### config.mk
export PLATFORM = sky130hd
export DESIGN_NAME = scs_ram
export DESIGN_NICKNAME = d
export VERILOG_FILES = /design/src/scs_ram.sv
export SDC_FILE = /design/constraint.sdc
export NUM_CORES = 1
export LEC_CHECK = 0
export BUFFER_PORTS_ARGS = -buffer_cell sky130_fd_sc_hd__buf_2
export CORE_ASPECT_RATIO = 1.2
export CORE_MARGIN = 1.5
export CORE_UTILIZATION = 30
export DETAILED_ROUTE_END_ITERATION = 12
export PLACE_DENSITY = 0.47
export SLEW_MARGIN = 10
export SYNTH_ARGS = -nofsm -noshare
export SYNTH_HDL_FRONTEND = slang
export SYNTH_SLANG_ARGS = --single-unit
### constraint.sdc
create_clock -name clk_i -period 5.5 [get_ports clk_i]
set_input_delay 0.55 -clock clk_i [delete_from_list [all_inputs] [get_ports clk_i]]
set_output_delay 0.55 -clock clk_i [all_outputs]
set_load 0.02 [all_outputs]
### src/scs_ram.sv
`default_nettype none

module scs_ram #(
  parameter int Width = 8,
  parameter int Depth = 32,
  parameter int AddrW = 5
) (
  input  wire logic             clk_i,
  input  wire logic             we_i,
  input  wire logic [AddrW-1:0] waddr_i,
  input  wire logic [Width-1:0] wdata_i,
  input  wire logic [AddrW-1:0] raddr_i,
  output logic      [Width-1:0] rdata_o
);

  logic [Width-1:0] mem_q [Depth];
  logic [Width-1:0] rdata_q;

  always_ff @(posedge clk_i) begin
    if (we_i) begin
      mem_q[waddr_i] <= wdata_i;
    end
    rdata_q <= mem_q[raddr_i];
  end

  assign rdata_o = rdata_q;

endmodule

`default_nettype wire

### Yosys cells after proc, flatten, opt, wreduce, memory -nomap -nowiden

Memories as Yosys holds them, arrays and structs flattened. A register that Yosys moved wholly into a read port is not among the register bits.
Cells that the tools add are included.
W data, S select, Z words.

| storage, ports and cells | value |
|---|---|
| register bits | 0 |
| RAM bits | 256 |
| input port bits | 20 |
| output and inout bits | 8 |
| word-level logic and storage cells | 3 |
| memories kept | 1 |

| cells by class | value |
|---|---|
| multiplexer cells | 2 |

Memories:

| name | words | bits a word | read ports | clocked after memory_dff | wr ports | line | text |
|---|---|---|---|---|---|---|---|
| mem_q | 32 | 8 | 1 | 1 | 1 | 16 | `logic [Width-1:0] mem_q [Depth];` |

Operator list:

| operator | number |
|---|---|
| $mux W1 | 2 |

### Depth between registers and ports, before layout

Gate-level depths: netlist of run 1.

| logic depth | value |
|---|---|
| word-level depth | 2 |
| mapped depth | 5 |
| gate-level depth less buffers | 3 |

### Least setup slack after synthesis of run 1

No wires, ideal clock.

| timing | value |
|---|---|
| kind | input to register |
| from | input port raddr_i[2] |
| to | register rdata_q[0] (netlist: rdata_o[0]) (read register of mem_q) |
| setup time | 121 ps |
| arrival time | 2,232 ps |
| data required time | 5,379 ps |
| setup slack | 3,148 ps |
| stages on the path | 5 |
| buffers on the path | 2 |
| path through | clkbuf_1 -> clkbuf_1 -> mux4_2 -> mux4_2 -> mux2_2 |

RTL lines:

| item | line | text |
|---|---|---|
| start, declared | 12 | `input wire logic [AddrW-1:0] raddr_i,` |
| end, declared | 17 | `logic [Width-1:0] rdata_q;` |

==> results.sh, run 1 <==
export IMPL_ys_types=15
export IMPL_synth_fp_nets=437
export IMPL_area_growth_synth_to_final_pct=14.1
export IMPL_critPathSlowestCell="sky130_fd_sc_hd__buf_2"
export IMPL_avgSynthCellArea_um2=24.1
export IMPL_netlist_area_leader_share=0.765
export IMPL_cts_tree="done"
export IMPL_timing_max_slew_rel_slack=0.208
export IMPL_max_stage_delay_ns=0.86
export IMPL_timing_final_crit_period_ns=2.75
export IMPL_placed_instance_area_mm2=0.0107
export IMPL_synth_sequential_area_ratio=0.781
export IMPL_max_cap_violations=0
export IMPL_hpwlAfterDp_um=13800
export IMPL_cts_repair_timing_setup_buffer_count=0
export IMPL_buffer_ports_inserted=27
export IMPL_critPathCaptureType="register"
export IMPL_cts_buffers=26
export IMPL_critical_path_n_buffers_inverters=2
export IMPL_cts_path_max_buffers=3
export IMPL_drt_drc_violations_left=0
export IMPL_synth_async_sr_flop_share=0
export IMPL_outcome="finished clean"
export IMPL_clock_tree_htree_level_count=1
export IMPL_fin_ws_ns=2.75
export IMPL_timing_final_setup_violations=0
export IMPL_min_delay_start="raddr_i[3]"
export IMPL_fin_area_mm2=0.0115
export IMPL_clk_pin_slew_ns=0.06
export IMPL_cts_root_buf="sky130_fd_sc_hd__clkbuf_16"
export IMPL_fp_dieW_um=170
export IMPL_synth_top_area_cell="sky130_fd_sc_hd__edfxtp_1"
export IMPL_grt_start_max_net_pins=51
export IMPL_power_per_cell_area_mw_per_mm2=362
export IMPL_initial_antenna_violation_count=0
export IMPL_groute_usage_overall=0.134
export IMPL_required_ns=5.92
export IMPL_final_antenna_net_count=0
export IMPL_dp_worst_setup_slack_ns=2.13
export IMPL_timing_reg2reg_worst_path_depth=3
export IMPL_fin_crit_sh=0.500
export IMPL_violation_count_after_the_first_detailed_routing_iteration=374
export IMPL_inserted_diodes=0
export IMPL_crit_path_cell_trace="buf_2, buf_4, mux4_2, mux4_2, mux2_2"
export IMPL_synth_edf_count=256
export IMPL_count_leader_synth="sky130_fd_sc_hd__edfxtp_1"
export IMPL_maxSlewViolCount=0
export IMPL_grt_pass1_wl_um=32700
export IMPL_first_global_vias=4671
export IMPL_fp_row_count=73
export IMPL_holdPathStages=2
export IMPL_ff2ff_setup_slack_ns=3.61
export IMPL_final_hold_violation_count=0
export IMPL_timing_fmax_ghz=0.364
export IMPL_ys_flop_type="sky130_fd_sc_hd__edfxtp_1"
export IMPL_final_cells=922
export IMPL_synth_ff_latch_count=264
export IMPL_drt_wl_total_um=22300
export IMPL_initial_utilization=0.304
export IMPL_cpLargestDelayFamily="buffers and inverters"
export IMPL_fin_util=0.347
export IMPL_worst_path_max_fanout=40
export IMPL_die_height_um=204
export IMPL_hold_buf_count_cts=0
export IMPL_placeableCoreArea_mm2=0.0331
export IMPL_critical_path_source_type="input port"
export IMPL_grt_setup_unrepaired="false"
export IMPL_gpl_final_weighted_congestion=0.715
export IMPL_leakagePower_nw=3.47
export IMPL_cell_area_after_synthesis_mm2=0.0101
export IMPL_clock_insertion_delay_worst_skew_ns=0.53
export IMPL_routedWlPerCell_um=24.2
export IMPL_netlist_top_cells_area="sky130_fd_sc_hd__edfxtp_1 (76%), sky130_fd_sc_hd__mux4_2 (18%), sky130_fd_sc_hd__dfxtp_1 (1.6%)"
export IMPL_design_final_nets=474
export IMPL_worstPathArrival_ns=3.17
export IMPL_syn_inst=417
export IMPL_critical_path_class="input port to register"
export IMPL_route_vias_total=4290
export IMPL_hold_path_sink="rdata_o[0]"
export IMPL_dp_cells=876
export IMPL_r2r_end="rdata_o[7]"
export IMPL_share_of_final_layout_standard_cells_stronger_than_drive_strength_1=0.328
export IMPL_grt_remaining_overflow=0
export IMPL_drtPass1Iterations=4
export IMPL_cts_resized=0
export IMPL_ys_warnings_count=0
export IMPL_clkSinkCount=264
export IMPL_worst_pin_slew_ns=1.19
export IMPL_io_pins=28
export IMPL_timing_setup_tns_ns=0
export IMPL_worst_ir_drop_vdd_mv=0.242
export IMPL_clock_skew_final_ns=0.0127
export IMPL_worst_path_most_repeated_cell="sky130_fd_sc_hd__mux4_2"
export IMPL_die_area_mm2=0.0346
export IMPL_synth_top_cells_by_count="sky130_fd_sc_hd__edfxtp_1 (256), sky130_fd_sc_hd__mux4_2 (80), sky130_fd_sc_hd__nor2_1 (33)"
export IMPL_hold_path_class="input port to register"
export IMPL_routed_via_density=4.65
export IMPL_r2r_start="mem_q[21][7]"
==> worst max path at each step <==
stage	cells past startpoint	slack, ns	startpoint	endpoint
6_report	5	2.75	raddr_i[2]	rdata_o[1]
5_1_grt	5	2.57	raddr_i[0]	rdata_o[3]
4_1_cts	5	2.69	raddr_i[0]	rdata_o[2]
3_5_place_dp	5	2.13	raddr_i[0]	rdata_o[3]
3_3_place_gp	5	2.19	raddr_i[0]	rdata_o[1]
2_1_floorplan	5	3.15	raddr_i[2]	rdata_o[0]
==> placed cells by master (no fill, tap or decap) <==
| master | n |
|---|---|
| sky130_fd_sc_hd__edfxtp_1 | 256 |
| sky130_fd_sc_hd__nor2_2 | 1 |
| sky130_fd_sc_hd__nand2_1 | 1 |
| sky130_fd_sc_hd__clkbuf_8 | 2 |
| sky130_fd_sc_hd__clkbuf_1 | 10 |
| sky130_fd_sc_hd__buf_4 | 3 |
| sky130_fd_sc_hd__nand3b_1 | 5 |
| sky130_fd_sc_hd__dfxtp_1 | 8 |
| sky130_fd_sc_hd__clkbuf_16 | 27 |
| sky130_fd_sc_hd__or3b_2 | 3 |
| sky130_fd_sc_hd__nand3_1 | 2 |
| sky130_fd_sc_hd__or3_1 | 1 |
| sky130_fd_sc_hd__clkinv_2 | 3 |
| sky130_fd_sc_hd__mux4_2 | 80 |
| sky130_fd_sc_hd__clkinvlp_4 | 1 |
| sky130_fd_sc_hd__nor2_1 | 32 |
| sky130_fd_sc_hd__bufinv_16 | 1 |
| sky130_fd_sc_hd__mux2_2 | 8 |
| sky130_fd_sc_hd__buf_2 | 26 |
| sky130_fd_sc_hd__clkinv_1 | 2 |
==> final cells by class <==
type | instances | area [um2]
fillers | 3134 | 21600
multi-input cells | 133 | 2100
repair buffers | 29 | 153
clock inverters | 7 | 60.1
well taps | 450 | 563
clock buffers | 39 | 741
flip-flops and latches | 264 | 7850
==> per-layer routing <==
layer	part of all wire	wire, um	global-route usage	up-vias
met5	0	0	0	-
met4	0.020	453	0.0357	0
met3	0.043	963	0.0229	32
met2	0.49	11000	0.218	93
met1	0.44	9940	0.185	2321
li1	-	-	-	1844
==> power breakdown <==
part           internal (mW)  leakage, nW  switching (mW)
clock                  0.972        0.388           0.714
combinational         0.0879        0.710           0.126
sequential              2.24         2.37         0.00907
total                   3.30         3.47           0.850
==> state kept, by name, summed over array words and instances, names as in the netlist <==
register / count
rdata_o: 8
mem_q: 256
==> cells by family after synthesis <==
group                  Yosys count  synth area share
buffers and inverters           20            0.0106
multiplexers                    88             0.188
flip-flops                     264             0.781
AND/OR/NAND/NOR                 45            0.0207
==> through the flow <==
step / power (mW) / hold slack, ns
after floorplan: 2.41 / 0.649
after global placement: 2.51 / 0.892
after detailed placement: 2.51 / 0.892
after CTS: 4.19 / 0.486
after global routing: 4.27 / 0.484
final: 4.15 / 0.494
Power figures use the tool's default switching activity.
==> run 2, diff against run 1 <==
==> constraint.sdc (replaced) <==
create_clock -name clk_i -period 2.8 [get_ports clk_i]
set_input_delay 0.28 -clock clk_i [delete_from_list [all_inputs] [get_ports clk_i]]
set_output_delay 0.28 -clock clk_i [all_outputs]
set_load 0.02 [all_outputs]
==> run 2 against run 1 <==
Net effect:
- setup slack got worse by 1.9 ns
- register-to-register slack got worse by 2.7 ns
- critical path type unchanged
- critical path depth unchanged
- power grew 100%
- core utilization rose by 1.1 points
==> results.sh, run 2 (synthesis results as in run 1) <==
export IMPL_design_final_nets=508
export IMPL_routed_via_density=4.69
export IMPL_clock_insertion_delay_worst_skew_ns=0.53
export IMPL_r2r_start="mem_q[13][5]"
export IMPL_worstPathArrival_ns=2.30
export IMPL_die_area_mm2=0.0346
export IMPL_top_reg_by_flops="mem_q"
export IMPL_io_pins=28
export IMPL_cts_resized=0
export IMPL_leading_cell_types_in_the_layout_fill_and_taps_excluded="sky130_fd_sc_hd__edfxtp_1 (256), sky130_fd_sc_hd__mux4_2 (80), sky130_fd_sc_hd__buf_4 (35)"
export IMPL_timing_final_setup_violations=0
export IMPL_largest_reg_flops=256
export IMPL_dp_worst_setup_slack_ns=0.326
export IMPL_initial_utilization=0.304
export IMPL_final_antenna_net_count=0
export IMPL_violation_count_after_the_first_detailed_routing_iteration=361
export IMPL_timing_reg2reg_worst_path_depth=3
export IMPL_grt_start_max_net_pins=65
export IMPL_clock_tree_htree_level_count=1
export IMPL_hpwlAfterDp_um=14600
export IMPL_holdPathStages=2
export IMPL_max_cap_violations=0
export IMPL_hold_buf_count_cts=0
export IMPL_cts_path_max_buffers=3
export IMPL_final_hold_violation_count=0
export IMPL_layout_commonest_cell="sky130_fd_sc_hd__edfxtp_1"
export IMPL_gpl_final_weighted_congestion=0.717
export IMPL_timing_final_crit_period_ns=1.90
export IMPL_min_delay_start="raddr_i[3]"
export IMPL_ff2ff_setup_slack_ns=0.91
export IMPL_power_per_cell_area_mw_per_mm2=712
export IMPL_max_stage_delay_ns=0.58
export IMPL_drtPass1Iterations=6
export IMPL_worst_path_most_repeated_cell="sky130_fd_sc_hd__mux4_2"
export IMPL_critical_path_source_type="input port"
export IMPL_required_ns=3.20
export IMPL_share_of_final_layout_standard_cells_stronger_than_drive_strength_1=0.383
export IMPL_hold_path_sink="rdata_o[0]"
export IMPL_timing_fmax_ghz=0.527
export IMPL_placeableCoreArea_mm2=0.0331
export IMPL_worst_pin_slew_ns=0.704
export IMPL_cts_tree="done"
export IMPL_groute_usage_overall=0.136
export IMPL_inserted_diodes=0
export IMPL_grt_pass1_wl_um=33400
export IMPL_r2r_end="rdata_o[5]"
export IMPL_outcome="finished clean"
export IMPL_clock_skew_final_ns=0.0225
export IMPL_cts_root_buf="sky130_fd_sc_hd__clkbuf_16"
export IMPL_fin_ws_ns=0.901
export IMPL_cts_buffers=25
export IMPL_critical_path_class="input port to register"
export IMPL_leakagePower_nw=3.71
export IMPL_first_global_vias=4743
export IMPL_clk_pin_slew_ns=0.06
export IMPL_fp_row_count=73
export IMPL_initial_antenna_violation_count=0
export IMPL_critPathSlowestCell="sky130_fd_sc_hd__mux4_2"
export IMPL_worst_ir_drop_vdd_mv=0.511
export IMPL_fp_dieW_um=170
export IMPL_grt_remaining_overflow=0
export IMPL_worst_path_max_fanout=27
export IMPL_die_height_um=204
export IMPL_fillers=3062
export IMPL_hold_path_class="input port to register"
export IMPL_timing_max_slew_rel_slack=0.530
export IMPL_drt_wl_total_um=22800
export IMPL_area_growth_synth_to_final_pct=17.7
export IMPL_buffer_ports_inserted=27
export IMPL_routedWlPerCell_um=23.9
export IMPL_cts_repair_timing_setup_buffer_count=0
export IMPL_crit_path_cell_trace="buf_4, buf_12, mux4_2, mux4_2, mux2_2"
export IMPL_route_vias_total=4493
export IMPL_fin_crit_sh=0.678
export IMPL_critPathCaptureType="register"
export IMPL_grt_setup_unrepaired="false"
export IMPL_timing_setup_tns_ns=0
export IMPL_drt_drc_violations_left=0
export IMPL_maxSlewViolCount=0
export IMPL_clkSinkCount=264
## run 2: cell count changes in the layout (fill, tap and decap cells not counted)
cell and change:
sky130_fd_sc_hd__buf_12 +3, sky130_fd_sc_hd__buf_4 +32, sky130_fd_sc_hd__bufinv_16 +4, sky130_fd_sc_hd__clkbuf_1 -6, sky130_fd_sc_hd__clkbuf_16 -2, sky130_fd_sc_hd__clkinv_1 +1
sky130_fd_sc_hd__clkinv_2 +2, sky130_fd_sc_hd__inv_6 +1, sky130_fd_sc_hd__nor2_1 +1, sky130_fd_sc_hd__nor2_2 -1
## run 2: power breakdown
| group | total [mW] | internal (mW) | switching, mW |
|---|---|---|---|
| Sequential | 4.41 | 4.39 | 0.0217 |
| Combinational | 0.437 | 0.186 | 0.251 |
| Clock | 3.57 | 2.16 | 1.42 |
| Total | 8.42 | 6.73 | 1.69 |
## run 2: how the worst max path moves through the flow
stage / end / slack (ns) / from
3_5_place_dp: rdata_o[3] / 0.33 / raddr_i[0]
5_1_grt: rdata_o[3] / 0.85 / raddr_i[0]
3_3_place_gp: rdata_o[3] / 0.33 / raddr_i[0]
6_report: rdata_o[3] / 0.90 / raddr_i[0]
2_1_floorplan: rdata_o[0] / 0.72 / raddr_i[2]
4_1_cts: rdata_o[3] / 0.86 / raddr_i[0]
## run 2: routing by layer
metal / GRT usage / wire, um / vias up
li1: - / - / 1912
met2: 0.234 / 11700 / 99
met1: 0.182 / 9920 / 2457
met3: 0.0179 / 891 / 25
met4: 0.0335 / 357 / 0
met5: 0 / 0 / -
## run 2: final cells by class
class / count / area [um2] / share of cell area
Clock inverter: 15 / 203 / 0.0171
Tap cell: 450 / 563 / 0.0476
Multi-Input combinational cell: 133 / 2100 / 0.177
Sequential cell: 264 / 7850 / 0.663
Timing Repair Buffer: 64 / 453 / 0.0383
Clock buffer: 31 / 668 / 0.0565
## run 2: metrics by stage
stage               power [mW]  cells   util  area, um2  hold slack (ns)
floorplan                 4.74    417      -      10100            0.379
detailed placement        4.96    911  0.332      11000            0.719
finish                    8.42    957  0.358      11800            0.252
global placement          4.95    911  0.332      11000            0.725
global route              8.66    957  0.358      11800            0.256
CTS                       8.52    957  0.358      11800            0.237
## run 2: critical path: cells and delay by family
kind                   cells  cell delay (ns)
buffers and inverters      2             0.51
muxes                      3             1.46
==> run 3, diff against run 2 <==
--- a/config.mk
+++ b/config.mk
@@ -5,12 +5,13 @@
 export SDC_FILE = /design/constraint.sdc
 export NUM_CORES = 1
 export LEC_CHECK = 0
+export ABC_AREA = 1
 export BUFFER_PORTS_ARGS = -buffer_cell sky130_fd_sc_hd__buf_2
 export CORE_ASPECT_RATIO = 1.2
 export CORE_MARGIN = 1.5
 export CORE_UTILIZATION = 30
 export DETAILED_ROUTE_END_ITERATION = 12
-export PLACE_DENSITY = 0.47
+export PLACE_DENSITY = 0.49
 export SLEW_MARGIN = 10
 export SYNTH_ARGS = -nofsm -noshare
 export SYNTH_HDL_FRONTEND = slang
==> constraint.sdc (replaced) <==
create_clock -name clk_i -period 1.6 [get_ports clk_i]
set_input_delay 0.16 -clock clk_i [delete_from_list [all_inputs] [get_ports clk_i]]
set_output_delay 0.16 -clock clk_i [all_outputs]
set_load 0.02 [all_outputs]
==> run 3 against run 2 <==
Net effect:
- synthesized area is 7.3% higher
- global-route usage grew 1.3 points
- combinational power grew 140%
- count of clock-buffer cells in the layout shrank 1
- largest cell class unchanged
==> results.sh, run 3 <==
export IMPL_largest_reg_flops=256
export IMPL_ys_flop_type="sky130_fd_sc_hd__edfxtp_1"
export IMPL_io_pins=28
export IMPL_worstPathArrival_ns=1.13
export IMPL_hold_path_class="input port to register"
export IMPL_die_height_um=211
export IMPL_synth_top_cells_by_count="sky130_fd_sc_hd__nand2_1 (360), sky130_fd_sc_hd__edfxtp_1 (256), sky130_fd_sc_hd__nand3_1 (204)"
export IMPL_grt_setup_unrepaired="false"
export IMPL_multiInputGateArea_mm2=0.00249
export IMPL_violation_count_after_the_first_detailed_routing_iteration=606
export IMPL_critical_path_source_type="register"
export IMPL_placeableCoreArea_mm2=0.0352
export IMPL_max_stage_delay_ns=0.40
export IMPL_final_antenna_net_count=0
export IMPL_first_global_vias=6568
export IMPL_critical_path_n_buffers_inverters=1
export IMPL_required_ns=1.44
export IMPL_cts_buffers=27
export IMPL_syn_inst=922
export IMPL_final_hold_violation_count=0
export IMPL_count_leader_synth="sky130_fd_sc_hd__nand2_1"
export IMPL_clock_skew_final_ns=0.0124
export IMPL_clk_pin_slew_ns=0.06
export IMPL_die_area_mm2=0.0371
export IMPL_crit_path_cell_trace="buf_2"
export IMPL_initial_antenna_violation_count=0
export IMPL_inserted_diodes=0
export IMPL_fin_ws_ns=0.309
export IMPL_initial_utilization=0.307
export IMPL_share_of_final_layout_standard_cells_stronger_than_drive_strength_1=0.129
export IMPL_worst_ir_drop_vdd_mv=0.602
export IMPL_max_cap_violations=0
export IMPL_outcome="finished clean"
export IMPL_synth_ff_latch_count=264
export IMPL_fp_row_count=75
export IMPL_grt_remaining_overflow=0
export IMPL_leading_cell_types_in_the_layout_fill_and_taps_excluded="sky130_fd_sc_hd__nand2_1 (360), sky130_fd_sc_hd__edfxtp_1 (256), sky130_fd_sc_hd__nand3_1 (204)"
export IMPL_timing_max_slew_rel_slack=0.667
export IMPL_cts_root_buf="sky130_fd_sc_hd__clkbuf_16"
export IMPL_fillers=3445
export IMPL_grt_pass1_wl_um=41400
export IMPL_cts_resized=0
export IMPL_fin_crit_sh=0.807
export IMPL_cpLargestDelayFamily="flip-flops"
export IMPL_area_growth_synth_to_final_pct=16.2
export IMPL_synth_edf_count=256
export IMPL_drt_wl_total_um=27400
export IMPL_avgSynthCellArea_um2=11.7
export IMPL_fp_dieW_um=176
export IMPL_critPathCaptureType="output port"
export IMPL_worst_pin_slew_ns=0.499
export IMPL_synth_fp_nets=942
export IMPL_top_reg_by_flops="mem_q"
export IMPL_netlist_area_leader_share=0.713
export IMPL_synth_top_area_cell="sky130_fd_sc_hd__edfxtp_1"
export IMPL_cts_tree="done"
export IMPL_design_final_nets=1012
export IMPL_routedWlPerCell_um=18.6
export IMPL_route_vias_total=6810
export IMPL_synth_async_sr_flop_share=0
export IMPL_critical_path_class="register to output port"
export IMPL_grt_start_max_net_pins=65
export IMPL_ys_warnings_count=0
export IMPL_netlist_top_cells_area="sky130_fd_sc_hd__edfxtp_1 (71%), sky130_fd_sc_hd__nand2_1 (13%), sky130_fd_sc_hd__nand3_1 (9.5%)"
export IMPL_cell_area_after_synthesis_mm2=0.0108
export IMPL_synth_sequential_area_ratio=0.728
export IMPL_cts_path_max_buffers=3
export IMPL_ys_types=12
export IMPL_gpl_final_weighted_congestion=0.793
export IMPL_layout_commonest_cell="sky130_fd_sc_hd__nand2_1"
export IMPL_clkSinkCount=264
export IMPL_hpwlAfterDp_um=16400
export IMPL_routed_via_density=4.63
export IMPL_clock_insertion_delay_worst_skew_ns=0.52
export IMPL_buffer_ports_inserted=27
export IMPL_timing_fmax_ghz=0.775
export IMPL_register_area_mm2=0.00785
export IMPL_timing_final_crit_period_ns=1.29
export IMPL_timing_setup_tns_ns=0
export IMPL_clock_tree_htree_level_count=1
export IMPL_power_per_cell_area_mw_per_mm2=1140
export IMPL_dp_worst_setup_slack_ns=0.123
export IMPL_groute_usage_overall=0.149
export IMPL_leakagePower_nw=4.66
export IMPL_timing_final_setup_violations=0
export IMPL_critPathSlowestCell="sky130_fd_sc_hd__dfxtp_1"
export IMPL_drt_drc_violations_left=0
export IMPL_maxSlewViolCount=0
export IMPL_worst_path_max_fanout=1
export IMPL_drtPass1Iterations=5
[run 3: cell types whose count changed in the layout (fill, tap and decap cells not counted), moves of 8 or more]
| cell | previous run | this run |
|---|---|---|
| sky130_fd_sc_hd__nand2_1 | 1 | 360 |
| sky130_fd_sc_hd__nand3_1 | 2 | 204 |
| sky130_fd_sc_hd__mux4_2 | 80 | 0 |
| sky130_fd_sc_hd__mux2_2 | 8 | 0 |
| sky130_fd_sc_hd__inv_1 | 0 | 8 |
| sky130_fd_sc_hd__buf_12 | 3 | 14 |
| sky130_fd_sc_hd__buf_4 | 35 | 52 |
[run 3: logic make-up after synthesis]
group / synth area share
AND/OR/NAND/NOR: 0.231
flip-flops: 0.728
buffers and inverters: 0.0414
[run 3: timing repair]
action                    4_1_cts  5_1_grt
setup buffers                   0        0
hold buffers                    1        0
hold endpoints to repair        7        0
[run 3: power breakdown]
group,internal (mW),switching [mW],total (mW)
clock,3.06,2.49,5.54
combinational,0.315,0.728,1.04
sequential,7.68,0.0358,7.72
[run 3: final cells by class]
| type | instances | share of cell area |
|---|---|---|
| multi-input cells | 596 | 0.199 |
| flip-flops and latches | 264 | 0.626 |
| repair buffers | 93 | 0.0647 |
| inverters | 10 | 0.00319 |
| clock buffers | 30 | 0.0548 |
| well taps | 462 | 0.0461 |
| clock inverters | 17 | 0.00619 |
[run 3: worst paths after layout]
check                     from     endpoint  slack, ns  depth (start not counted)
setup / recovery    rdata_o[6]   rdata_o[6]       0.31                          1
hold / removal      wdata_i[7]  mem_q[1][7]       0.08                          2
setup reg to reg   mem_q[1][7]   rdata_o[7]       0.42                          8
hold reg to reg   mem_q[26][2]   rdata_o[2]       0.76                          8
[run 3: layer usage]
| metal | up-vias | routed length (um) | GRT usage |
|---|---|---|---|
| li1 | 3336 | - | - |
| met1 | 3259 | 12400 | 0.210 |
| met2 | 183 | 13200 | 0.247 |
| met3 | 32 | 1370 | 0.0162 |
| met4 | 0 | 467 | 0.0374 |
| met5 | - | 0 | 0 |
[run 3: through the flow]
stage / util / power [mW] / hold WS, ns / area (um2) / std cells
2_1_floorplan: - / 8.44 / 0.259 / 10800 / 922
3_3_place_gp: 0.334 / 8.93 / 0.526 / 11800 / 1424
3_5_place_dp: 0.334 / 8.93 / 0.527 / 11800 / 1424
4_1_cts: 0.356 / 14.5 / 0.0794 / 12500 / 1472
5_1_grt: 0.356 / 14.8 / 0.0896 / 12500 / 1472
6_report: 0.356 / 14.3 / 0.0845 / 12500 / 1472
