$ cat src/scs_pkg.sv
`default_nettype none

package scs_pkg;

  localparam int SymW = 8;
  localparam int LcsW = 6;

  typedef enum logic [1:0] {
    KindFirst  = 2'd0,
    KindSecond = 2'd1,
    KindStart  = 2'd2
  } scs_kind_e;

  typedef enum logic [3:0] {
    S_IDLE,
    S_EMPTY,
    S_FROW,
    S_FCELL,
    S_TISSUE,
    S_TCMP,
    S_TUP,
    S_EISSUE,
    S_EOUT
  } scs_state_e;

  typedef struct packed {
    logic [1:0]      kind;
    logic [SymW-1:0] symbol;
  } scs_in_beat_t;

  typedef struct packed {
    logic [SymW-1:0] out_symbol;
    logic            last;
    logic            empty_res;
    logic            truncated;
  } scs_out_beat_t;

  typedef struct packed {
    logic          load;
    scs_out_beat_t beat;
  } scs_emit_t;

endpackage

`default_nettype wire

$ cat src/scs_engine.sv
`default_nettype none

module scs_engine #(
  parameter int MAX_LEN = 32
) (
  input  wire logic                 clk_i,
  input  wire logic                 rst_ni,
  input  wire logic                 in_valid_i,
  output logic                      in_stall_o,
  input  wire scs_pkg::scs_in_beat_t in_beat_i,
  input  wire logic                 out_free_i,
  output scs_pkg::scs_emit_t        emit_o,
  output logic                      a_we_o,
  output logic [((MAX_LEN > 1) ? $clog2(MAX_LEN) : 1)-1:0] a_waddr_o,
  output logic [scs_pkg::SymW-1:0]  a_wdata_o,
  output logic [((MAX_LEN > 1) ? $clog2(MAX_LEN) : 1)-1:0] a_raddr_o,
  input  wire logic [scs_pkg::SymW-1:0] a_rdata_i,
  output logic                      b_we_o,
  output logic [((MAX_LEN > 1) ? $clog2(MAX_LEN) : 1)-1:0] b_waddr_o,
  output logic [scs_pkg::SymW-1:0]  b_wdata_o,
  output logic [((MAX_LEN > 1) ? $clog2(MAX_LEN) : 1)-1:0] b_raddr_o,
  input  wire logic [scs_pkg::SymW-1:0] b_rdata_i,
  output logic                      t_we_o,
  output logic [((MAX_LEN > 1) ? $clog2(MAX_LEN * MAX_LEN) : 1)-1:0] t_waddr_o,
  output logic [scs_pkg::LcsW-1:0]  t_wdata_o,
  output logic [((MAX_LEN > 1) ? $clog2(MAX_LEN * MAX_LEN) : 1)-1:0] t_raddr_o,
  input  wire logic [scs_pkg::LcsW-1:0] t_rdata_i,
  output logic                      r_we_o,
  output logic [$clog2(2 * MAX_LEN)-1:0] r_waddr_o,
  output logic [scs_pkg::SymW-1:0]  r_wdata_o,
  output logic [$clog2(2 * MAX_LEN)-1:0] r_raddr_o,
  input  wire logic [scs_pkg::SymW-1:0] r_rdata_i
);

  localparam int LW  = $clog2(MAX_LEN + 1);
  localparam int IW  = (MAX_LEN > 1) ? $clog2(MAX_LEN) : 1;
  localparam int TAW = (MAX_LEN > 1) ? $clog2(MAX_LEN * MAX_LEN) : 1;
  localparam int RAW = $clog2(2 * MAX_LEN);
  localparam int CW  = $clog2(2 * MAX_LEN + 1);
  localparam int TW  = scs_pkg::LcsW;

  function automatic logic [TAW-1:0] tidx(input logic [LW-1:0] r, input logic [LW-1:0] c);
    tidx = TAW'((int'(r) - 1) * MAX_LEN + int'(c) - 1);
  endfunction

  scs_pkg::scs_state_e state_q, state_d;
  logic [LW-1:0]  len1_q, len1_d, len2_q, len2_d;
  logic [LW-1:0]  n_q, n_d, m_q, m_d;
  logic [LW-1:0]  r_q, r_d, c_q, c_d;
  logic           ovf_q, ovf_d, trunc_q, trunc_d;
  logic           s1_q, s1_d;
  logic [LW-1:0]  rs_q, rs_d, cs_q, cs_d;
  logic [TW-1:0]  left_q, left_d, diag_q, diag_d, tl_q, tl_d;
  logic [CW-1:0]  cnt_q, cnt_d;
  logic [RAW-1:0] eidx_q, eidx_d;

  logic [TW-1:0]  up_v, dg_v, lf_v, cell_v, up_t;
  logic           accept;

  assign accept = in_valid_i && (state_q == scs_pkg::S_IDLE);

  always_comb begin
    up_v   = (rs_q == LW'(1)) ? '0 : t_rdata_i;
    dg_v   = (cs_q == LW'(1)) ? '0 : diag_q;
    lf_v   = (cs_q == LW'(1)) ? '0 : left_q;
    cell_v = (a_rdata_i == b_rdata_i) ? TW'(dg_v + TW'(1)) :
             ((up_v > lf_v) ? up_v : lf_v);
    up_t   = (r_q == LW'(1)) ? '0 : t_rdata_i;
  end

  always_comb begin
    state_d = state_q;
    len1_d  = len1_q;
    len2_d  = len2_q;
    n_d     = n_q;
    m_d     = m_q;
    r_d     = r_q;
    c_d     = c_q;
    ovf_d   = ovf_q;
    trunc_d = trunc_q;
    tl_d    = tl_q;
    cnt_d   = cnt_q;
    eidx_d  = eidx_q;

    s1_d   = (state_q == scs_pkg::S_FCELL);
    rs_d   = r_q;
    cs_d   = c_q;
    left_d = s1_q ? cell_v : left_q;
    diag_d = s1_q ? up_v : diag_q;

    in_stall_o = (state_q != scs_pkg::S_IDLE);

    a_we_o    = 1'b0;
    a_waddr_o = IW'(len1_q);
    a_wdata_o = in_beat_i.symbol;
    a_raddr_o = IW'(r_q - LW'(1));
    b_we_o    = 1'b0;
    b_waddr_o = IW'(len2_q);
    b_wdata_o = in_beat_i.symbol;
    b_raddr_o = IW'(c_q - LW'(1));

    t_we_o    = s1_q;
    t_waddr_o = tidx(rs_q, cs_q);
    t_wdata_o = cell_v;
    t_raddr_o = tidx(r_q, c_q - LW'(1));

    r_we_o    = 1'b0;
    r_waddr_o = RAW'(cnt_q);
    r_wdata_o = a_rdata_i;
    r_raddr_o = eidx_q;

    emit_o                 = '0;
    emit_o.beat.truncated  = trunc_q;
    emit_o.beat.out_symbol = r_rdata_i;

    unique case (state_q)
      scs_pkg::S_IDLE: begin
        if (accept) begin
          case (in_beat_i.kind)
            scs_pkg::KindFirst: begin
              if (len1_q < LW'(MAX_LEN)) begin
                a_we_o = 1'b1;
                len1_d = len1_q + LW'(1);
              end else begin
                ovf_d = 1'b1;
              end
            end
            scs_pkg::KindSecond: begin
              if (len2_q < LW'(MAX_LEN)) begin
                b_we_o = 1'b1;
                len2_d = len2_q + LW'(1);
              end else begin
                ovf_d = 1'b1;
              end
            end
            scs_pkg::KindStart: begin
              n_d     = len1_q;
              m_d     = len2_q;
              trunc_d = ovf_q;
              len1_d  = '0;
              len2_d  = '0;
              ovf_d   = 1'b0;
              cnt_d   = '0;
              r_d     = len1_q;
              c_d     = len2_q;
              if (len1_q == '0 && len2_q == '0) begin
                state_d = scs_pkg::S_EMPTY;
              end else if (len1_q == '0 || len2_q == '0) begin
                state_d = scs_pkg::S_TISSUE;
              end else begin
                r_d     = LW'(1);
                state_d = scs_pkg::S_FROW;
              end
            end
            default: begin
            end
          endcase
        end
      end
      scs_pkg::S_EMPTY: begin
        if (out_free_i) begin
          emit_o.load            = 1'b1;
          emit_o.beat.out_symbol = '0;
          emit_o.beat.last       = 1'b1;
          emit_o.beat.empty_res  = 1'b1;
          state_d                = scs_pkg::S_IDLE;
        end
      end
      scs_pkg::S_FROW: begin
        c_d     = LW'(1);
        state_d = scs_pkg::S_FCELL;
      end
      scs_pkg::S_FCELL: begin
        t_raddr_o = tidx(r_q - LW'(1), c_q);
        if (c_q == m_q) begin
          if (r_q == n_q) begin
            state_d = scs_pkg::S_TISSUE;
          end else begin
            r_d     = r_q + LW'(1);
            state_d = scs_pkg::S_FROW;
          end
        end else begin
          c_d = c_q + LW'(1);
        end
      end
      scs_pkg::S_TISSUE: begin
        if (r_q == '0 && c_q == '0) begin
          eidx_d  = RAW'(cnt_q - CW'(1));
          state_d = scs_pkg::S_EISSUE;
        end else begin
          state_d = scs_pkg::S_TCMP;
        end
      end
      scs_pkg::S_TCMP: begin
        if (r_q != '0 && c_q != '0) begin
          if (a_rdata_i == b_rdata_i) begin
            r_we_o  = 1'b1;
            cnt_d   = cnt_q + CW'(1);
            r_d     = r_q - LW'(1);
            c_d     = c_q - LW'(1);
            state_d = scs_pkg::S_TISSUE;
          end else begin
            tl_d      = (c_q == LW'(1)) ? '0 : t_rdata_i;
            t_raddr_o = tidx(r_q - LW'(1), c_q);
            state_d   = scs_pkg::S_TUP;
          end
        end else if (r_q != '0) begin
          r_we_o  = 1'b1;
          cnt_d   = cnt_q + CW'(1);
          r_d     = r_q - LW'(1);
          state_d = scs_pkg::S_TISSUE;
        end else begin
          r_we_o    = 1'b1;
          r_wdata_o = b_rdata_i;
          cnt_d     = cnt_q + CW'(1);
          c_d       = c_q - LW'(1);
          state_d   = scs_pkg::S_TISSUE;
        end
      end
      scs_pkg::S_TUP: begin
        r_we_o = 1'b1;
        cnt_d  = cnt_q + CW'(1);
        if (tl_q < up_t) begin
          r_d = r_q - LW'(1);
        end else begin
          r_wdata_o = b_rdata_i;
          c_d       = c_q - LW'(1);
        end
        state_d = scs_pkg::S_TISSUE;
      end
      scs_pkg::S_EISSUE: begin
        state_d = scs_pkg::S_EOUT;
      end
      scs_pkg::S_EOUT: begin
        if (out_free_i) begin
          emit_o.load      = 1'b1;
          emit_o.beat.last = (eidx_q == '0);
          if (eidx_q == '0) begin
            state_d = scs_pkg::S_IDLE;
          end else begin
            eidx_d  = eidx_q - RAW'(1);
            state_d = scs_pkg::S_EISSUE;
          end
        end
      end
      default: begin
        state_d = scs_pkg::S_IDLE;
      end
    endcase
  end

  always_ff @(posedge clk_i or negedge rst_ni) begin
    if (!rst_ni) begin
      state_q <= scs_pkg::S_IDLE;
      len1_q  <= '0;
      len2_q  <= '0;
      ovf_q   <= 1'b0;
      s1_q    <= 1'b0;
    end else begin
      state_q <= state_d;
      len1_q  <= len1_d;
      len2_q  <= len2_d;
      ovf_q   <= ovf_d;
      s1_q    <= s1_d;
    end
  end

  always_ff @(posedge clk_i) begin
    n_q     <= n_d;
    m_q     <= m_d;
    r_q     <= r_d;
    c_q     <= c_d;
    trunc_q <= trunc_d;
    rs_q    <= rs_d;
    cs_q    <= cs_d;
    left_q  <= left_d;
    diag_q  <= diag_d;
    tl_q    <= tl_d;
    cnt_q   <= cnt_d;
    eidx_q  <= eidx_d;
  end

endmodule

`default_nettype wire

$ cat config.mk
export PLATFORM = sky130hd
export DESIGN_NAME = scs_engine
export DESIGN_NICKNAME = d
export VERILOG_FILES = /design/src/scs_pkg.sv /design/src/scs_engine.sv
export SDC_FILE = /design/constraint.sdc
export NUM_CORES = 1
export LEC_CHECK = 0
export BUFFER_PORTS_ARGS = -buffer_cell sky130_fd_sc_hd__clkbuf_2
export CAP_MARGIN = 20
export CORE_ASPECT_RATIO = 1.4
export CORE_MARGIN = 2
export CORE_UTILIZATION = 40
export CTS_BUF_LIST = sky130_fd_sc_hd__clkbuf_16
export CTS_CLUSTER_DIAMETER = 100
export DETAILED_ROUTE_END_ITERATION = 6
export MAX_ROUTING_LAYER = met4
export PLACE_DENSITY_LB_ADDON = 0.3
export SETUP_SLACK_MARGIN = 0.5
export SKIP_CTS_REPAIR_TIMING = 1
export SLEW_MARGIN = 15
export SYNTH_ARGS = -nofsm -noshare
export SYNTH_HDL_FRONTEND = slang
export SYNTH_SLANG_ARGS = --single-unit
$ cat constraint.sdc
create_clock -name clk_i -period 5.9 [get_ports clk_i]
set_input_delay 0.295 -clock clk_i [delete_from_list [all_inputs] [get_ports clk_i]]
set_output_delay 0.295 -clock clk_i [all_outputs]
set_load 0.02 [all_outputs]
==> key figures, run 1 <==
Run status
  • Status: stopped before the end
  • Stop stage: detailed routing
  • Run Error: [ERROR DRT-0255] Maze Route cannot find path of net in_beat_i[0] in worker of routeBox ( 96600 96600 ) ( 113800 144900 ).

Floorplan
  • # rows: 56
  • Die Y: 158 um
  • DIE WIDTH: 114 um
  • Initial Utilization: 40.5%
  • I/O pins: 143

Placed design
  • PortBufs: 118
  • HPWL Detailed: between 10 and 15 mm
  • Gpl congestion: 0.842

Synthesis
  • Synthesized area: 6750 sq um
  • Post-synth top area cell: edfxtp_1
  • Most common flop cell mapped by yosys: edfxtp_1
  • Post-synthesis sequential area ratio: 34.7%
  • Post-Syn Nets: 824
  • Post-Synthesis Cells: 709
  • EDFF count, synth: 55
  • Cell variety after synth: 69
  • Area contributors post-synth: edfxtp_1 (24%), ha_1 (13%), dfrtp_1 (6.7%)
  • Flop and latch count out of synthesis: 85
  • Avg Inst Size Synth: 9.52 sq um
  • Top-area cell type share of the netlist area: between 20% and 30%
  • Synth warnings: 0
  • Async set-or-reset flop fraction in the synthesized netlist: 21.2%

Clock tree
  • Total CTS buffers: 9
  • Max Root-Sink Buffers: 2
  • Root Buffer: clkbuf_16
  • Clock sinks: 85
  • Htree depth: 3

GRT
  • Global-route wire length before repair: 25.0 mm
  • Pin count of the biggest net entering global routing: 23
  • Vias in the first global route: roughly 4900
  • GR Overflow Total: 0
  • Initial antenna violation count: 0
  • GRT Overall Usage: about 18%
==> through the flow <==
stage	util, %	area [sq um]	cells	hold WS [ns]	worst slack (ns)
after global routing	45.9	7650	1004	0.245	1.36
after global placement	43.8	7310	986	0.289	2.19
after floorplan	-	6750	709	-0.000591	2.35
after detailed placement	43.8	7310	986	0.285	2.05
after CTS	45.8	7630	1002	-0.0844	1.66
==> Yosys cell counts, types with 6 or more instances <==
master    number
nand2b_1       7
nor4_1         6
mux2_2         8
nor2_1        53
xor2_1        30
a22o_1         6
buf_2          7
o21ai_0       31
ha_1          68
or2_2          7
a21oi_1       23
buf_4         28
edfxtp_1      55
nand3_1       19
nand2_1       57
inv_1         58
mux2i_1       12
dfxtp_1       12
and2_1        19
dfrtp_1       18
nor3_1        11
clkbuf_1       8
or3_1          7
o22ai_1        6
nor2b_1       13
xnor2_1       50
==> routing by layer <==
layer  track usage, %
met3             2.72
met5                -
met1             21.9
met4             4.59
met2             31.2
==> cell families after synthesis <==
group / share of synthesized area [%]
AO/OA/AOI/OAI: 12.9
XOR/XNOR: 10.7
adder cells (fa/ha/maj): 13.5
buffers and inverters: 7.75
flip-flops: 34.7
multiplexers: 3.11
AND/OR/NAND/NOR: 17.3
==> run 2: changes to the inputs <==
- CORE_ASPECT_RATIO: 1.4 -> unset
- CORE_UTILIZATION: 40 -> 25
- CTS_BUF_LIST: sky130_fd_sc_hd__clkbuf_16 -> unset
- CTS_CLUSTER_DIAMETER: 100 -> unset
- MAX_ROUTING_LAYER: met4 -> unset
- PLACE_DENSITY_LB_ADDON: 0.3 -> 0.15
- SETUP_SLACK_MARGIN: 0.5 -> unset
==> key figures, run 2 <==
Clock tree
  • Htree depth: 3
  • Root Buffer: clkbuf_16
  • Total CTS buffers: 9
  • Skew-Pair Late Insertion Delay: 0.35 ns
  • Clk pin slew, worst setup/hold paths: roughly 0.070 ns
  • CTS tree: done
  • Clock sinks: 85
  • Max Root-Sink Buffers: 2

Timing
  • RSZ-0062 raised after global routing: false
  • Crit path time final: 4.24 ns
  • Fmax: around 240 MHz
  • Worst Hold Slack: ~0.24 ns
  • Final setup viols: 0
  • Setup TNS: 0 ns
  • Hold Vio Cnt, Final: 0
  • Worst-Margin Slew: slightly below 0.9 ns
  • Worst Skew: around 0.014 ns
  • Slew headroom: 41.8%
  • Fin crit share: between 70 and 80%
  • Count of pins over their slew limit: 0
  • Setup WS post-layout: 1.66 ns

Floorplan
  • Die ar.: 28300 sq um
  • Core area: 26700 sq um
  • DIE WIDTH: 168 um
  • Die Y: 168 um
  • Initial Utilization: 25.3%
  • I/O pins: 143
  • # rows: 60

Synthesis
  • Synthesized area: 6750 sq um
  • Post-Synthesis Cells: about 710
  • Flop and latch count out of synthesis: 85
  • Top-area cell type share of the netlist area: between 20% and 30%
  • EDFF count, synth: 55
  • Async set-or-reset flop fraction in the synthesized netlist: roughly a fifth
  • Avg Inst Size Synth: around 9.5 sq um
  • Most common flop cell mapped by yosys: edfxtp_1
  • Commonest cells post-synth: ha_1 (68), inv_1 (58), nand2_1 (57)
  • Synth warnings: 0
  • Area contributors post-synth: edfxtp_1 (24%), ha_1 (13%), dfrtp_1 (6.7%)
  • Post-synthesis sequential area ratio: 34.7%
  • Top-count cell post-synth: ha_1
  • Post-Syn Nets: 824
  • Post-synth top area cell: edfxtp_1
  • Cell variety after synth: 69

Cells and area
  • Finished Cell Area: 7800 sq um
  • Share of cells above drive strength 1: 20.6%
  • Diode count: 0
  • Final Core Density: 29.2%
  • Most frequent cells in the layout: clkbuf_2 (118), ha_1 (68), inv_1 (58), nand2_1 (57), edfxtp_1 (55)
  • Area Overhead vs Synth: 15.5%
  • Final nets: 912
  • Most common cell after layout, fill and taps aside: clkbuf_2

Hold path
  • Hold Path Class: input pin to flip-flop
  • Worst Hold End: state_q[3]
  • Hold Path Depth: 2
  • Hold Startpoint: out_free_i

Pwr
  • Worst VDD drop: 0.281 mV
  • Pleak: roughly 3.4 nW
  • Pwr dens: 534 nW/um^2

Routing
  • Via count: between 5000 and 6000
  • Vias per inst: 4.58
  • 1st-iter DRT viols: between 200 and 300
  • Post-DRT Antenna Nets: 0
  • Detailed Routing Iterations Pass 1: 4
  • Overall routed net length: 17.8 mm
  • Drt wl/cell: 15.5 um
  • Number of DRC violations after detailed routing: 0

Critical path
  • Worst reg2reg setup slack: between 2 and 2.5 ns
  • CP startpoint kind: flip-flop
  • Crit end category: output pin
  • Critical Path RT: 5.61 ns
  • RR Endpoint: r_q[2]
  • Critical path type: flip-flop to output pin
  • CP Max Fanout: 12
  • Worst reg2reg path startpoint: r_q[3]
  • Arr. time, crit path: 3.94 ns
  • R2r worst-path depth: 9

GRT
  • GRT Overall Usage: 12.6%
  • Global-route wire length before repair: around 28 mm
  • Vias in the first global route: 5166
  • GR Overflow Total: 0
  • Pin count of the biggest net entering global routing: 23
  • Initial antenna violation count: 0

Placed design
  • Setup WS pre-CTS: 1.98 ns
  • Gpl congestion: 0.732
  • HPWL Detailed: 13.9 mm
  • PortBufs: 118
  • Dpl cell area: 7500 sq um

Run status
  • Status: completed

Job
  • Max cap viols: 0
run 2: area by class of cell:
cell class / count / area, sq um
Clock inverter: 5 / 38.8
Tap cell: 341 / 427
Inverter: 59 / 221
Fill cell: 2855 / 18900
Clock buffer: 11 / 254
Sequential cell: 85 / 2340
Timing Repair Buffer: 123 / 631
Multi-Input combinational cell: 519 / 3890
run 2: how the worst max path moves through the flow:
stage                 from      endpoint  cells past startpoint  slack [ns]
detailed placement  r_q[0]  t_raddr_o[9]                     13        1.98
floorplan           r_q[0]  t_raddr_o[9]                     13        2.35
finish              r_q[0]  t_raddr_o[9]                     13        1.66
global placement    r_q[3]        r_q[1]                      9        2.09
CTS                 r_q[0]  t_raddr_o[9]                     13        1.59
global route        r_q[0]  t_raddr_o[9]                     13        1.16
run 2: through the flow:
step,std cells,power [mW]
after CTS,1142,4.24
after global routing,1143,4.54
after detailed placement,1126,3.64
final,1143,4.17
after global placement,1125,3.66
after floorplan,709,2.92
run 2: worst max-delay path: stages, from the launching register on:
cell,delay [ns]
edfxtp_1,0.66
inv_1,0.21
ha_1,0.30
xnor2_1,0.47
ha_1,0.29
nand2b_1,0.09
a221oi_2,0.33
xor2_1,0.11
ha_1,0.23
a2111oi_0,0.31
nor2_1,0.11
xor2_1,0.16
mux2i_1,0.13
clkbuf_2,0.19
run 2: report_power, final:
part / switching [mW] / internal [mW] / leakage (nW)
Sequential: 0.198 / 0.774 / 0.851
Clock: 0.257 / 0.315 / 0.142
Combinational: 1.56 / 1.06 / 2.36
run 2: per-layer routing:
layer	track usage, %	wire [um]	vias up
li1	-	-	2640
met1	17.5	8750	2484
met2	20.3	8220	93
met3	2.35	606	15
met4	3.22	189	0
met5	0	0	-
run 2: logic make-up (layout without fill, tap and decap cells):
family / count (synthesis) / after routing / share of synthesized area [%]
muxes: 20 / 20 / 3.11
adders and majority gates: 71 / 71 / 13.5
buffers and inverters: 105 / 198 / 7.75
and+or+nand+nor: 225 / 225 / 17.3
xor gates and xnor gates: 81 / 81 / 10.7
AOI/OAI and AO/OA: 122 / 122 / 12.9
DFF: 85 / 85 / 34.7
Power figures use the tool's default switching activity.
==> run 3: changes to the inputs <==
- clock period: 5.9 -> 3.9 ns (I/O delays scaled with it)
==> key figures, run 3 (synthesis results as in run 2) <==
Floorplan
  • Die Y: roughly 170 um
  • DIE WIDTH: 168 um
  • Core area: between 20000 and 30000 sq um
  • I/O pins: 143
  • # rows: 60
  • Die ar.: ~28000 sq um
  • Initial Utilization: 25.3%

Timing
  • Worst-Margin Slew: around 0.95 ns
  • RSZ-0062 raised after global routing: false
  • Fmax: 279 MHz
  • Hold Vio Cnt, Final: 0
  • Worst Hold Slack: 0.142 ns
  • Slew headroom: 36.1%
  • Final setup viols: 0
  • Worst Skew: about 0.011 ns
  • Count of pins over their slew limit: 0
  • Fin crit share: between 90% and 100%
  • Crit path time final: 3.59 ns
  • Setup TNS: 0 ns
  • Setup WS post-layout: 0.312 ns

Clock tree
  • Clk pin slew, worst setup/hold paths: 0.07 ns
  • Max Root-Sink Buffers: 2
  • Skew-Pair Late Insertion Delay: 0.35 ns
  • Clock sinks: between 80 and 90
  • Htree depth: 3
  • Root Buffer: clkbuf_16
  • Total CTS buffers: 9
  • CTS tree: done

Pwr
  • Gate power share: 64.6%
  • Switching part of the total: around 48%
  • Internal power: 3.27 mW
  • Worst VDD drop: 0.453 mV
  • Clock network power share: 13.4%
  • Sequential Power Share: 22.0%
  • Pwr dens: 802 nW/um^2
  • Pleak: 3.43 nW
  • Switching power of the nets: 3.07 mW

Routing
  • Overall routed net length: 17.8 mm
  • Number of DRC violations after detailed routing: 0
  • Via count: 5255
  • 1st-iter DRT viols: 273
  • Vias per inst: 4.55
  • Drt wl/cell: 15.4 um
  • Detailed Routing Iterations Pass 1: 4
  • Post-DRT Antenna Nets: 0

Critical path
  • Critical Path RT: 3.70 ns
  • CP Max Fanout: 9
  • Crit end category: output pin
  • Slowest CP cell: o311ai_4
  • CP most frequent cell: nand2_1
  • Worst reg2reg setup slack: between 0.5 and 0.6 ns
  • Arr. time, crit path: ~3.4 ns
  • Largest stage delay, worst path: 0.53 ns
  • CP startpoint kind: flip-flop
  • Crit path cell chain: nor4_2, nand2_1, nand2_1, ha_1, o21a_1, o21ai_0, a31oi_4, o311ai_4, mux2_2, clkbuf_2
  • WP buf/inv: 1
  • Top delay family on crit path: compound AO/OA/AOI/OAI gates
  • Critical path type: flip-flop to output pin

GRT
  • GR Overflow Total: 0
  • Pin count of the biggest net entering global routing: 23
  • GRT Overall Usage: 12.7%
  • Vias in the first global route: 5209
  • Global-route wire length before repair: 28.5 mm
  • Initial antenna violation count: 0

Placed design
  • HPWL Detailed: ~14 mm
  • PortBufs: 118
  • # placed instances: 1136
  • Setup WS pre-CTS: 0.410 ns
  • Gpl congestion: between 0.7 and 0.8

Cells and area
  • Share of cells above drive strength 1: around 22%
  • Final nets: 925
  • Area Overhead vs Synth: 17.2%
  • Most frequent cells in the layout: clkbuf_2 (118), ha_1 (68), inv_1 (58), nand2_1 (57), edfxtp_1 (55)
  • Most common cell after layout, fill and taps aside: clkbuf_2
  • Fin cells: 1156
  • Diode count: 0

Hold path
  • Hold Path Class: input pin to flip-flop

Run status
  • Status: completed

Job
  • Max cap viols: 0
[run 3: changes by cell type in the layout (fill, tap and decap cells not counted), sizes merged]
cell / delta
clkinvlp: -1
clkinv: +2
clkbuf: -2
inv: +1
buf: +13
[run 3: metal layers]
metal | vias up | wire length, um | part of all wire (%) | GRT usage [%]
met3 | 12 | 661 | 3.7 | 2.28
li1 | 2674 | - | - | -
met5 | - | 0 | 0 | 0
met4 | 0 | 155 | 0.87 | 3.67
met2 | 92 | 8370 | 47 | 21.3
met1 | 2477 | 8630 | 48 | 16.8
[run 3: layout make-up]
| cell class | count | area [sq um] |
|---|---|---|
| fill | 2841 | 18800 |
| multi-input combinational | 519 | 3900 |
| sequential | 85 | 2340 |
| timing repair buffer | 136 | 728 |
| tap | 341 | 427 |
| clock buffer | 9 | 225 |
| inverter | 59 | 221 |
| clock inverter | 7 | 66.3 |
[run 3: worst paths after layout]
check | from | endpoint | cells after the start
max reg2reg | r_q[4] | r_q[1] | 10
min | in_valid_i | ovf_q | 3
min in group asynchronous | rst_ni | ovf_q | 2
min reg2reg | r_q[0] | rs_q[0] | 0
max in group asynchronous | rst_ni | state_q[3] | 2
max | r_q[4] | r_wdata_o[0] | 10
[run 3: power groups by stage]
stage / sequential [mW] / clock [mW] / combinational, mW
after floorplan: 1.34 / 0 / 3.08
after global placement: 1.43 / 0 / 4.18
after detailed placement: 1.43 / 0 / 4.14
after CTS: 1.41 / 0.881 / 4.16
after global routing: 1.43 / 0.908 / 4.60
final: 1.40 / 0.849 / 4.10
[run 3: stage by stage]
stage	area, sq um	util, %	total power, mW
global route	7910	29.6	6.94
CTS	7860	29.4	6.45
floorplan	6750	-	4.42
global placement	7570	28.3	5.60
finish	7910	29.6	6.35
detailed placement	7570	28.3	5.56
[run 3: tightest hold or removal path, cell delays in order]
cell      delay, ns
clkbuf_2       0.11
a31oi_1        0.08
nor2_1         0.07
==> run 4: changes to the inputs <==
- REMOVE_ABC_BUFFERS: unset -> 1
==> key figures, run 4 (synthesis results as in run 2) <==
Clock tree
  • Total CTS buffers: 9
  • Max Root-Sink Buffers: 2
  • Clk pin slew, worst setup/hold paths: 0.08 ns
  • Root Buffer: clkbuf_16
  • Skew-Pair Late Insertion Delay: around 0.35 ns
  • Clock sinks: 85
  • Htree depth: 3
  • CTS tree: done

Critical path
  • CP Capture Point: r_wdata_o[0]
  • Largest stage delay, worst path: 0.50 ns
  • WP buf/inv: 2
  • Slowest CP cell: o311ai_4
  • Worst reg2reg path startpoint: r_q[0]
  • Critical Path RT: between 3 and 4 ns
  • Worst reg2reg setup slack: ~0.57 ns
  • CP Launch Point: r_q[0]
  • CP startpoint kind: flip-flop
  • Crit path cell chain: buf_4, ha_1, nand2_1, nand2_1, ha_1, a211oi_1, a31oi_4, o311ai_4, mux2_2, clkbuf_2
  • Crit end category: output pin
  • R2r worst-path depth: 10
  • Critical path type: flip-flop to output pin
  • RR Endpoint: r_q[1]
  • Top delay family on crit path: compound AO/OA/AOI/OAI gates
  • Arr. time, crit path: 3.41 ns
  • WP depth: 10
  • CP Max Fanout: 11

Floorplan
  • # rows: 60
  • Initial Utilization: about a quarter
  • Die Y: 168 um
  • Die ar.: between 20000 and 30000 sq um
  • Core area: 26700 sq um
  • DIE WIDTH: 168 um
  • I/O pins: approximately 140

Timing
  • Slew headroom: between 40% and 50%
  • Crit path time final: 3.61 ns
  • RSZ-0062 raised after global routing: false
  • Setup WS post-layout: 0.291 ns
  • Worst Skew: 0.0130 ns
  • Setup TNS: 0 ns
  • Worst-Margin Slew: 0.812 ns
  • Fmax: 277 MHz
  • Fin crit share: 92.5%
  • Hold Vio Cnt, Final: 0
  • Final setup viols: 0
  • Count of pins over their slew limit: 0

Placed design
  • PortBufs: approximately 120
  • Dpl cell area: 7620 sq um
  • # placed instances: about 1100
  • Gpl congestion: 0.746
  • HPWL Detailed: 14.3 mm
  • Setup WS pre-CTS: just over 0.5 ns

Routing
  • Post-DRT Antenna Nets: 0
  • Detailed Routing Iterations Pass 1: 5
  • Number of DRC violations after detailed routing: 0
  • Vias per inst: approximately 4.6
  • 1st-iter DRT viols: around 270
  • Drt wl/cell: approximately 16 um
  • Via count: 5302
  • Overall routed net length: 18.2 mm

Pwr
  • Worst VDD drop: between 0.3 and 0.4 mV
  • Pwr dens: 804 nW/um^2
  • Pleak: 3.45 nW
  • Final total power: 6.39 mW

GRT
  • Vias in the first global route: ~5200
  • Global-route wire length before repair: 28.8 mm
  • Pin count of the biggest net entering global routing: 23
  • GR Overflow Total: 0
  • GRT Overall Usage: 12.9%
  • Initial antenna violation count: 0

Run status
  • Status: completed

Cells and area
  • Fin cells: 1160
  • Final nets: 929
  • Finished Cell Area: 7960 sq um
  • Most common cell after layout, fill and taps aside: clkbuf_2
  • Diode count: 0
  • Most frequent cells in the layout: clkbuf_2 (118), ha_1 (68), inv_1 (58), nand2_1 (57), edfxtp_1 (55)
  • Share of cells above drive strength 1: 22.7%
  • Area Overhead vs Synth: 17.8%

Job
  • Max cap viols: 0

Hold path
  • Hold Path Class: input pin to flip-flop
## run 4: cell types whose count changed in the layout (fill, tap and decap cells not counted)
cell / change
nor4_1: -1
clkinv_4: -2
inv_6: +1
clkinv_8: +1
buf_4: +4
nor4_2: +1
## run 4: routing by layer
layer / part of all wire (%) / global-route usage (%)
met1: 49 / 17.9
met2: 46 / 20.4
met3: 3.8 / 2.52
met4: 0.91 / 3.30
met5: 0 / 0
## run 4: area by class of cell
class	instances	area, sq um
clock buffers	9	225
clock inverters	7	73.8
fillers	2872	18800
inverters	59	221
multi-input cells	519	3910
flip-flops and latches	85	2340
well taps	341	427
repair buffers	140	758
## run 4: worst reg2reg max path, stage by stage, from the launching register on
cell,delay (ns)
edfxtp_1,0.39
buf_4,0.21
ha_1,0.27
nand2_1,0.20
nand2_1,0.08
ha_1,0.29
a211oi_1,0.38
a31oi_4,0.17
o311ai_4,0.51
nor4bb_1,0.34
buf_4,0.21
## run 4: power by group
part / switching [mW] / total (mW) / internal [mW]
clock: 0.427 / 0.882 / 0.455
combinational: 2.48 / 4.15 / 1.67
sequential: 0.192 / 1.36 / 1.17
## run 4: through the flow
step / hold slack, ns / util [%]
floorplan: -0.101 / -
global placement: 0.201 / 28.5
detailed placement: 0.209 / 28.5
CTS: -0.183 / 29.6
global route: 0.151 / 29.8
finish: 0.139 / 29.8
## run 4: worst min-delay path by stage
stage	from	endpoint	slack, ns	cells after the start
after CTS	rst_ni	ovf_q	-0.18	1
after global routing	in_valid_i	ovf_q	0.15	3
final	out_free_i	state_q[3]	0.14	2
after detailed placement	rst_ni	ovf_q	0.21	1
after floorplan	rst_ni	len1_q[0]	-0.10	0
after global placement	rst_ni	ovf_q	0.20	1
